File: src/hw/rtl/gtc_pkg.sv
// Package for the gated timer/counter bank.
// Holds the request command codes, mode register bit positions and sizing constants.
// Depends on nothing; every other file of the block imports it.
package gtc_pkg;

  localparam int NUM_TIMERS = 4;
  localparam int LINE_RATE = 9371;
  localparam int OUT_BITS = (NUM_TIMERS < 4) ? NUM_TIMERS : 4;

  typedef enum logic [2:0] {
    CMD_TICK         = 3'd0,
    CMD_WRITE_COUNT  = 3'd1,
    CMD_WRITE_MODE   = 3'd2,
    CMD_WRITE_TARGET = 3'd3,
    CMD_READ_COUNT   = 3'd4,
    CMD_GATE_START   = 3'd5,
    CMD_GATE_END     = 3'd6,
    CMD_NOP          = 3'd7
  } command_t;

  typedef logic [11:0] mode_t;
  typedef logic [15:0] count_t;

  localparam int M_GATE_EN  = 2;
  localparam int M_GATE_SRC = 3;
  localparam int M_RST_TGT  = 6;
  localparam int M_ENABLE   = 7;
  localparam int M_IRQ_TGT  = 8;
  localparam int M_IRQ_OVF  = 9;
  localparam int M_FLAG_TGT = 10;
  localparam int M_FLAG_OVF = 11;

  localparam logic [9:0] M_LOW_MASK = 10'h3ff;
  localparam logic [3:0] M_GATE_OFF_CODE = 4'h7;

  localparam logic [1:0] CLK_DIV2 = 2'd0;
  localparam logic [1:0] CLK_DIV32 = 2'd1;
  localparam logic [1:0] CLK_DIV512 = 2'd2;
  localparam logic [1:0] CLK_LINE = 2'd3;

  localparam logic [1:0] GATE_FREEZE = 2'd0;
  localparam logic [1:0] GATE_RESTART_START = 2'd1;
  localparam logic [1:0] GATE_RESTART_END = 2'd2;
  localparam logic [1:0] GATE_RESTART_BOTH = 2'd3;

  localparam count_t COUNT_MAX = 16'hffff;

endpackage

File: src/hw/rtl/gtc_channels.sv
// Valid/ready channel interfaces for the gated timer/counter bank.
// One carries requests into the bank, the other carries results out.
// Depends on gtc_pkg for the command type.
interface gtc_request_if
  import gtc_pkg::*;
();
  logic       valid;
  logic       ready;
  command_t   command;
  logic [1:0] counter_index;
  logic [15:0] write_data;
  logic       gate_source;

  modport source (output valid, command, counter_index, write_data, gate_source,
                  input ready);
  modport sink (input valid, command, counter_index, write_data, gate_source,
                output ready);
endinterface

interface gtc_result_if;
  logic        valid;
  logic        ready;
  logic [15:0] read_data;
  logic [3:0]  irq_lines;
  logic [3:0]  target_flags;
  logic [3:0]  overflow_flags;

  modport source (output valid, read_data, irq_lines, target_flags, overflow_flags,
                  input ready);
  modport sink (input valid, read_data, irq_lines, target_flags, overflow_flags,
                output ready);
endinterface

File: src/hw/rtl/gated_timer_counter_bank.sv
// Top level of the gated timer/counter bank: four 16-bit timers with prescalers and gating.
// Depends on gtc_pkg and on the channel interfaces in gtc_channels.sv.
//
// Usage: each request on the request channel is a clock tick, a count, mode or target
// write, a count read, or a gate start/end event. Every accepted request yields exactly
// one result on the result channel: the read count (zero unless a read), the timers that
// raised an interrupt on this request, and the target and overflow flags afterwards.
// All state is updated in the cycle a request is accepted, by a single pass of logic,
// and the result is captured in the output register.
// Throughput is one request per cycle while the receiver keeps up; a tick must be sent for every bus clock.
// The request channel is ready whenever the output register is empty or is being
// emptied in the same cycle, so a stalled receiver stalls the sender after one
// pending result and nothing is lost or repeated.
// Reset clears all counts, modes, gate states and prescaler phases, sets every target
// to 0xffff and empties the output register.
module gated_timer_counter_bank
  import gtc_pkg::*;
(
  input  logic         clk,
  input  logic         rst,
  gtc_request_if.sink  request,
  gtc_result_if.source result
);

  count_t       timer_count [NUM_TIMERS];
  mode_t        timer_mode [NUM_TIMERS];
  count_t       timer_target [NUM_TIMERS];
  logic         gate_active [NUM_TIMERS];
  logic [8:0]   cycle_phase;
  logic [15:0]  line_phase;

  count_t       timer_count_next [NUM_TIMERS];
  mode_t        timer_mode_next [NUM_TIMERS];
  count_t       timer_target_next [NUM_TIMERS];
  logic         gate_active_next [NUM_TIMERS];
  logic [8:0]   cycle_phase_next;
  logic [15:0]  line_phase_next;

  logic         accept;
  logic [15:0]  rd_value;
  logic [NUM_TIMERS-1:0] irq_value;
  logic [3:0]   irq_out_value;
  logic [3:0]   tf_value;
  logic [3:0]   of_value;

  logic         out_valid;
  logic [15:0]  out_read_data;
  logic [3:0]   out_irq;
  logic [3:0]   out_tf;
  logic [3:0]   out_of;

  assign request.ready = !out_valid || result.ready;
  assign accept = request.valid && request.ready;

  always_comb begin
    logic [16:0] line_sum;
    logic        fline;
    logic        f2;
    logic        f32;
    logic        f512;
    logic        fire;
    logic [16:0] inc;
    mode_t       m;
    logic        is_start;
    logic [1:0]  gm;
    for (int i = 0; i < NUM_TIMERS; i++) begin
      timer_count_next[i] = timer_count[i];
      timer_mode_next[i] = timer_mode[i];
      timer_target_next[i] = timer_target[i];
      gate_active_next[i] = gate_active[i];
    end
    cycle_phase_next = cycle_phase;
    line_phase_next = line_phase;
    rd_value = '0;
    irq_value = '0;
    line_sum = {1'b0, line_phase} + 17'd1;
    fline = line_sum >= 17'(LINE_RATE);
    f2 = 1'b0;
    f32 = 1'b0;
    f512 = 1'b0;
    fire = 1'b0;
    inc = '0;
    m = '0;
    is_start = request.command == CMD_GATE_START;
    gm = '0;

    if (accept) begin
      case (request.command)
        CMD_TICK: begin
          cycle_phase_next = cycle_phase + 9'd1;
          line_phase_next = fline ? 16'd0 : line_sum[15:0];
          f2 = !cycle_phase_next[0];
          f32 = cycle_phase_next[4:0] == 5'd0;
          f512 = cycle_phase_next == 9'd0;
          for (int i = 0; i < NUM_TIMERS; i++) begin
            case (timer_mode[i][1:0])
              CLK_DIV2:   fire = f2;
              CLK_DIV32:  fire = f32;
              CLK_DIV512: fire = f512;
              default:    fire = fline;
            endcase
            if (timer_mode[i][M_ENABLE] && fire) begin
              inc = {1'b0, timer_count[i]} + 17'd1;
              m = timer_mode[i];
              if (inc == {1'b0, timer_target[i]}) begin
                m[M_FLAG_TGT] = 1'b1;
                if (m[M_IRQ_TGT]) irq_value[i] = 1'b1;
                if (m[M_RST_TGT]) inc = '0;
              end
              if (inc >= {1'b0, COUNT_MAX}) begin
                m[M_FLAG_OVF] = 1'b1;
                if (m[M_IRQ_OVF]) irq_value[i] = 1'b1;
                inc = '0;
              end
              timer_mode_next[i] = m;
              timer_count_next[i] = inc[15:0];
            end
          end
        end
        CMD_WRITE_COUNT: begin
          for (int i = 0; i < NUM_TIMERS; i++) begin
            if (32'(request.counter_index) == i) timer_count_next[i] = request.write_data;
          end
        end
        CMD_WRITE_MODE: begin
          for (int i = 0; i < NUM_TIMERS; i++) begin
            if (32'(request.counter_index) == i) begin
              m = '0;
              m[M_FLAG_TGT] = timer_mode[i][M_FLAG_TGT] && !request.write_data[M_FLAG_TGT];
              m[M_FLAG_OVF] = timer_mode[i][M_FLAG_OVF] && !request.write_data[M_FLAG_OVF];
              m[9:0] = request.write_data[9:0] & M_LOW_MASK;
              if (m[3:0] == M_GATE_OFF_CODE) begin
                gate_active_next[i] = 1'b0;
                m[M_ENABLE] = 1'b0;
              end else if (m[M_GATE_EN]) begin
                gate_active_next[i] = 1'b1;
                m[M_ENABLE] = 1'b0;
                m[M_FLAG_TGT] = 1'b0;
                m[M_FLAG_OVF] = 1'b0;
                timer_count_next[i] = '0;
              end else begin
                gate_active_next[i] = 1'b0;
              end
              timer_mode_next[i] = m;
            end
          end
        end
        CMD_WRITE_TARGET: begin
          for (int i = 0; i < NUM_TIMERS; i++) begin
            if (32'(request.counter_index) == i) timer_target_next[i] = request.write_data;
          end
        end
        CMD_READ_COUNT: begin
          for (int i = 0; i < NUM_TIMERS; i++) begin
            if (32'(request.counter_index) == i) rd_value = timer_count[i];
          end
        end
        CMD_GATE_START, CMD_GATE_END: begin
          for (int i = 0; i < NUM_TIMERS; i++) begin
            gm = timer_mode[i][5:4];
            if (gate_active[i] && (timer_mode[i][M_GATE_SRC] == request.gate_source)) begin
              if (gm == GATE_FREEZE) begin
                timer_mode_next[i][M_ENABLE] = !is_start;
              end else if (gm == GATE_RESTART_BOTH || (gm == GATE_RESTART_START && is_start)
                           || (gm == GATE_RESTART_END && !is_start)) begin
                timer_mode_next[i][M_ENABLE] = 1'b1;
                timer_mode_next[i][M_FLAG_TGT] = 1'b0;
                timer_mode_next[i][M_FLAG_OVF] = 1'b0;
                timer_count_next[i] = '0;
              end
            end
          end
        end
        default: begin
        end
      endcase
    end

    irq_out_value = '0;
    tf_value = '0;
    of_value = '0;
    for (int i = 0; i < OUT_BITS; i++) begin
      irq_out_value[i] = irq_value[i];
      tf_value[i] = timer_mode_next[i][M_FLAG_TGT];
      of_value[i] = timer_mode_next[i][M_FLAG_OVF];
    end
  end

  always_ff @(posedge clk) begin
    if (rst) begin
      for (int i = 0; i < NUM_TIMERS; i++) begin
        timer_count[i] <= '0;
        timer_mode[i] <= '0;
        timer_target[i] <= COUNT_MAX;
        gate_active[i] <= 1'b0;
      end
      cycle_phase <= '0;
      line_phase <= '0;
      out_valid <= 1'b0;
    end else begin
      for (int i = 0; i < NUM_TIMERS; i++) begin
        timer_count[i] <= timer_count_next[i];
        timer_mode[i] <= timer_mode_next[i];
        timer_target[i] <= timer_target_next[i];
        gate_active[i] <= gate_active_next[i];
      end
      cycle_phase <= cycle_phase_next;
      line_phase <= line_phase_next;
      if (accept) begin
        out_valid <= 1'b1;
      end else if (result.ready) begin
        out_valid <= 1'b0;
      end
    end
  end

  always_ff @(posedge clk) begin
    if (accept) begin
      out_read_data <= rd_value;
      out_irq <= irq_out_value;
      out_tf <= tf_value;
      out_of <= of_value;
    end
  end

  assign result.valid = out_valid;
  assign result.read_data = out_read_data;
  assign result.irq_lines = out_irq;
  assign result.target_flags = out_tf;
  assign result.overflow_flags = out_of;

endmodule

File: src/flat_wrapper.sv
// flat-port wrapper written by rule: the top's interface ports become plain ports
module gated_timer_counter_bank_flat import gtc_pkg::*;
  (clk, rst, request_valid, request_command, request_counter_index, request_write_data, request_gate_source, request_ready, result_valid, result_read_data, result_irq_lines, result_target_flags, result_overflow_flags, result_ready);
  gtc_request_if request_i ();
  gtc_result_if result_i ();
  input  logic clk;
  input  logic rst;
  input wire logic [$bits(request_i.valid)-1:0] request_valid;
  input wire logic [$bits(request_i.command)-1:0] request_command;
  input wire logic [$bits(request_i.counter_index)-1:0] request_counter_index;
  input wire logic [$bits(request_i.write_data)-1:0] request_write_data;
  input wire logic [$bits(request_i.gate_source)-1:0] request_gate_source;
  output wire logic [$bits(request_i.ready)-1:0] request_ready;
  output wire logic [$bits(result_i.valid)-1:0] result_valid;
  output wire logic [$bits(result_i.read_data)-1:0] result_read_data;
  output wire logic [$bits(result_i.irq_lines)-1:0] result_irq_lines;
  output wire logic [$bits(result_i.target_flags)-1:0] result_target_flags;
  output wire logic [$bits(result_i.overflow_flags)-1:0] result_overflow_flags;
  input wire logic [$bits(result_i.ready)-1:0] result_ready;
  assign request_i.valid = request_valid;
  assign request_i.command = request_command;
  assign request_i.counter_index = request_counter_index;
  assign request_i.write_data = request_write_data;
  assign request_i.gate_source = request_gate_source;
  assign request_ready = request_i.ready;
  assign result_valid = result_i.valid;
  assign result_read_data = result_i.read_data;
  assign result_irq_lines = result_i.irq_lines;
  assign result_target_flags = result_i.target_flags;
  assign result_overflow_flags = result_i.overflow_flags;
  assign result_i.ready = result_ready;
  gated_timer_counter_bank u_core (.clk(clk), .rst(rst), .request(request_i), .result(result_i));
endmodule
File: config.mk
export PLATFORM = sky130hd
export DESIGN_NAME = gated_timer_counter_bank_flat
export DESIGN_NICKNAME = d
export VERILOG_FILES = /design/src/hw/rtl/gtc_pkg.sv /design/src/hw/rtl/gtc_channels.sv /design/src/hw/rtl/gated_timer_counter_bank.sv /design/src/flat_wrapper.sv
export SDC_FILE = /design/constraint.sdc
export NUM_CORES = 1
export LEC_CHECK = 0
export ABC_AREA = 1
export BUFFER_PORTS_ARGS = -buffer_cell sky130_fd_sc_hd__buf_4
export CORE_ASPECT_RATIO = 1.75
export CORE_MARGIN = 2
export CORE_UTILIZATION = 40
export CTS_CLUSTER_SIZE = 8
export DETAILED_ROUTE_END_ITERATION = 10
export MAX_ROUTING_LAYER = met4
export PLACE_DENSITY = 0.57
export SLEW_MARGIN = 30
export SYNTH_ARGS = -nofsm -noshare
export SYNTH_HDL_FRONTEND = slang
export SYNTH_SLANG_ARGS = --single-unit
export TNS_END_PERCENT = 1
File: constraint.sdc
create_clock -name clk -period 6.5 [get_ports clk]
set_input_delay 0.65 -clock clk [delete_from_list [all_inputs] [get_ports clk]]
set_output_delay 0.65 -clock clk [all_outputs]
set_load 0.02 [all_outputs]
==> results_dict.tcl <==
set metrics [dict create \
    outcome "complete, no violations" \
    timing_worst_slew_pin_value_ps 1060 \
    period_share_pct 52.1 \
    avgSynthCellArea_sq_um 6.48 \
    preCtsSetupSlack_ps 3010 \
    area_of_placed_instances_sq_um 14800 \
    cp-end-kind "flop" \
    post-route-util_pct 45.6 \
    detailroute.wirelength.met3_mm 2.30 \
    drt_iter0_drc 838 \
    cts_inserted_buffers 34 \
    r2r-start "u_core.timer_count[1][0]" \
    grt-ovfl-total 0 \
    area_growth_pct 12.1 \
    grt_setup_unrepaired "false" \
    timing_worst_setup_path_type "flop to flop" \
    worstSkewPairLatency_ps 530 \
    synth_async_sr_flop_share_pct 0 \
    synth_largest_type_area_fraction_pct 28.8 \
    fp.dieArea_sq_um 36700 \
    synth_nets 2209 \
    slew_headroom_pct 29.0 \
    grt_max_degree 93 \
    cts_root_buf "clkbuf_16" \
    clock_h_tree_levels 2 \
    post-cts-setup-buffer-count 0 \
    timing.hold.worst_path_depth 3 \
    wl_met1_mm 19.3 \
    cts_resized 0 \
    final_critical_path_setup_slack_ps 3110 \
    synth-main-ff-cell "dfxtp_1" \
    die_w_microns 146 \
    synth.lib_cells_used.distinct 49 \
    cts_tree "built" \
    fmaxAchievable_mhz 295 \
    initial_utilization_pct 40.7 \
    timing.hold.worst.start "request_write_data[1]" \
    hp_class "input pin to flop" \
    num_rows 90 \
    postSynthCellCount 2171 \
    yosysSeqAreaShare_pct 34.7 \
    clkSlewWorstSetupHoldPaths_ps 50 \
    critical_path.max_fanout 18 \
    drc 0 \
    detailed_router_iteration_count_before_antenna_repair 6 \
    cts-hold-fix-buffers 0 \
    coreArea_sq_um 34600 \
    cap_viol_max_count 0 \
    post-dp-hpwl_mm 40.5 \
    report.final.setup_viol 0 \
    worst_hold_slack_ps 359 \
    worst-r2r-cell-count 15 \
    nets_final 2244 \
    crit_reg_reg_endpoint "u_core.result.overflow_flags[1]" \
    ant_nets 0 \
    buffer_ports.inserted 55 \
    synth_enable_flop_cells 28 \
    number_of_flip_flops_and_latches_in_the_synthesized_netlist 230 \
    antenna_found_initial 1 \
    setup.reg_to_reg.worst_slack_ps 3110 \
    min_delay_worst_endpoint "u_core.timer_target[0][17]" \
    synthesis.area_sq_um 14100 \
    cts_buffer_depth 3 \
    hold_viol 0 \
    crit_start "u_core.timer_count[1][0]" \
    synth.yosys.warnings 0 \
    yosysTopAreaCell "dfxtp_1" \
    final_design_area_no_fill_sq_um 15800 \
    grt_pass1_vias 13700 \
    highest_layer "met4" \
    fin_crit_ps 3390 \
    drive_gt1_share_pct 8.98 \
    synth_area_leaders "dfxtp_1 29%, nand2_1 17%, inv_1 7.0%, nor2_1 6.6%, edfxtp_1 6.0%" \
    die_h_microns 252 \
    io_pins 56 \
    route.detailed.vias_per_inst 5.37 \
    routed_wire_length_per_instance_microns 20.0 \
    aggregate_negative_setup_slack_ps 0 \
    cellPowerDensity_nw_per_um2 232 \
    worst_ep_arrival_time_ps 3790 \
    totalWireLength_mm 53.6 \
    route.met2.wl_mm 27.3 \
    groute.usage.overall_pct 29.5 \
    number_of_vias_after_detailed_routing 14400 \
    skew_ps 21.9 \
    gp_congestion 1.02 \
    drv_slew 0 \
    timing.critical_path.from_type "flop" \
    cellLeakagePower_uw 0.00734 \
    grt_pass1_wl_mm 80.0 \
    clock-sinks 230 \
    ir_drop_v 0.000226 \
    worst-endpoint-required_ps 6900 \
]
[synthesized netlist by cell type (12+ instances only)]
cell and count:
a21oi_1 100, edfxtp_1 28, xor2_1 20, dfxtp_1 202, xnor2_1 14, nand2_1 645, nor3_1 31, nor2_2 12
o21ai_0 97, a21oi_2 36, nand3_1 141, nand4_1 68, nor2_1 249, inv_1 263, o211ai_1 58, nand3b_1 15
ha_1 12, o22ai_1 18, clkbuf_1 49
[final cells by class]
type / count / area, sq um
Timing Repair Buffer: 69 / 518
Inverter: 279 / 1050
Clock buffer: 46 / 927
Fill cell: 3618 / 18800
Sequential cell: 230 / 4880
Tap cell: 460 / 576
Clock inverter: 1 / 8.76
Antenna cell: 1 / 2.50
Multi-Input combinational cell: 1592 / 7790
[flip-flops by register name, summed over array words and instances (netlist names)]
| signal | count |
|---|---|
| u_core.timer_count | 64 |
| u_core.timer_target | 64 |
| u_core.timer_mode | 44 |
| u_core.line_phase | 16 |
| u_core.result.read_data | 16 |
| u_core.cycle_phase | 9 |
| u_core.gate_active | 4 |
| u_core.result.irq_lines | 4 |
| u_core.result.overflow_flags | 4 |
| u_core.result.target_flags | 4 |
| u_core.result.valid | 1 |
[power breakdown]
group / switching, uW / total (uW) / leakage (uW) / internal [uW]
clock network: 666 / 1650 / 0.000455 / 980
registers: 56.1 / 1540 / 0.00192 / 1490
logic: 339 / 468 / 0.00496 / 129
total: 1060 / 3660 / 0.00734 / 2600
[worst max-delay path by stage]
stage	to	depth (start not counted)
detailed placement	u_core.timer_target[0][11]	7
CTS	u_core.result.overflow_flags[1]	15
finish	u_core.result.overflow_flags[1]	15
global placement	u_core.timer_target[0][12]	7
global route	u_core.result.overflow_flags[1]	15
floorplan	u_core.result.target_flags[1]	11
[routing by layer]
layer / GRT usage, % / vias to the layer above
li1: - / 7146
met1: 29.5 / 6618
met2: 52.9 / 424
met3: 2.86 / 190
met4: 22.1 / 0
met5: - / -
[logic make-up after synthesis]
group	synth area share [%]
xor gates and xnor gates	2.60
buffers and inverters	10.0
adders and majority gates	1.07
and+or+nand+nor	36.9
AOI/OAI and AO/OA	14.6
DFF	34.7
[layout by cell type (no fill, tap or decap), types with 3 or more instances in the layout]
| cell type | instances |
|---|---|
| a21boi_1 | 3 |
| a21oi_1 | 100 |
| a21oi_2 | 36 |
| a31oi_1 | 9 |
| and2_1 | 4 |
| and3_1 | 3 |
| buf_4 | 69 |
| clkbuf_1 | 10 |
| clkbuf_16 | 35 |
| clkinv_1 | 8 |
| dfxtp_1 | 202 |
| edfxtp_1 | 28 |
| ha_1 | 12 |
| inv_1 | 262 |
| inv_2 | 8 |
| nand2_1 | 645 |
| nand2_2 | 11 |
| nand2_4 | 4 |
| nand3_1 | 141 |
| nand3_2 | 6 |
| nand3b_1 | 15 |
| nand4_1 | 68 |
| nor2_1 | 246 |
| nor2_2 | 15 |
| nor2_4 | 4 |
| nor3_1 | 27 |
| nor3_2 | 4 |
| nor4_1 | 5 |
| o211ai_1 | 58 |
| o21ai_0 | 97 |
| o21bai_1 | 5 |
| o22ai_1 | 18 |
| o31ai_1 | 4 |
| xnor2_1 | 14 |
| xnor3_1 | 3 |
| xor2_1 | 20 |
[critical path, cell delays in order, from the launching register on]
cell and delay (ps):
dfxtp_1 370, ha_1 210, nand3_1 160, nor2_1 300, nand4_1 150, nor2_1 110, nand4_1 640, nand2_1 230
inv_1 60, nand3_1 90, nor2_1 50, nand4_1 60, nand2_1 380, nand2_1 250, nand3_1 130, nand2_1 80
[per-stage QoR]
step	cells	total power, uW
final	2678	3660
after global routing	2678	3780
after CTS	2677	3680
after detailed placement	2630	2030
after global placement	2630	2030
after floorplan	2171	1860
Power figures use the tool's default switching activity.
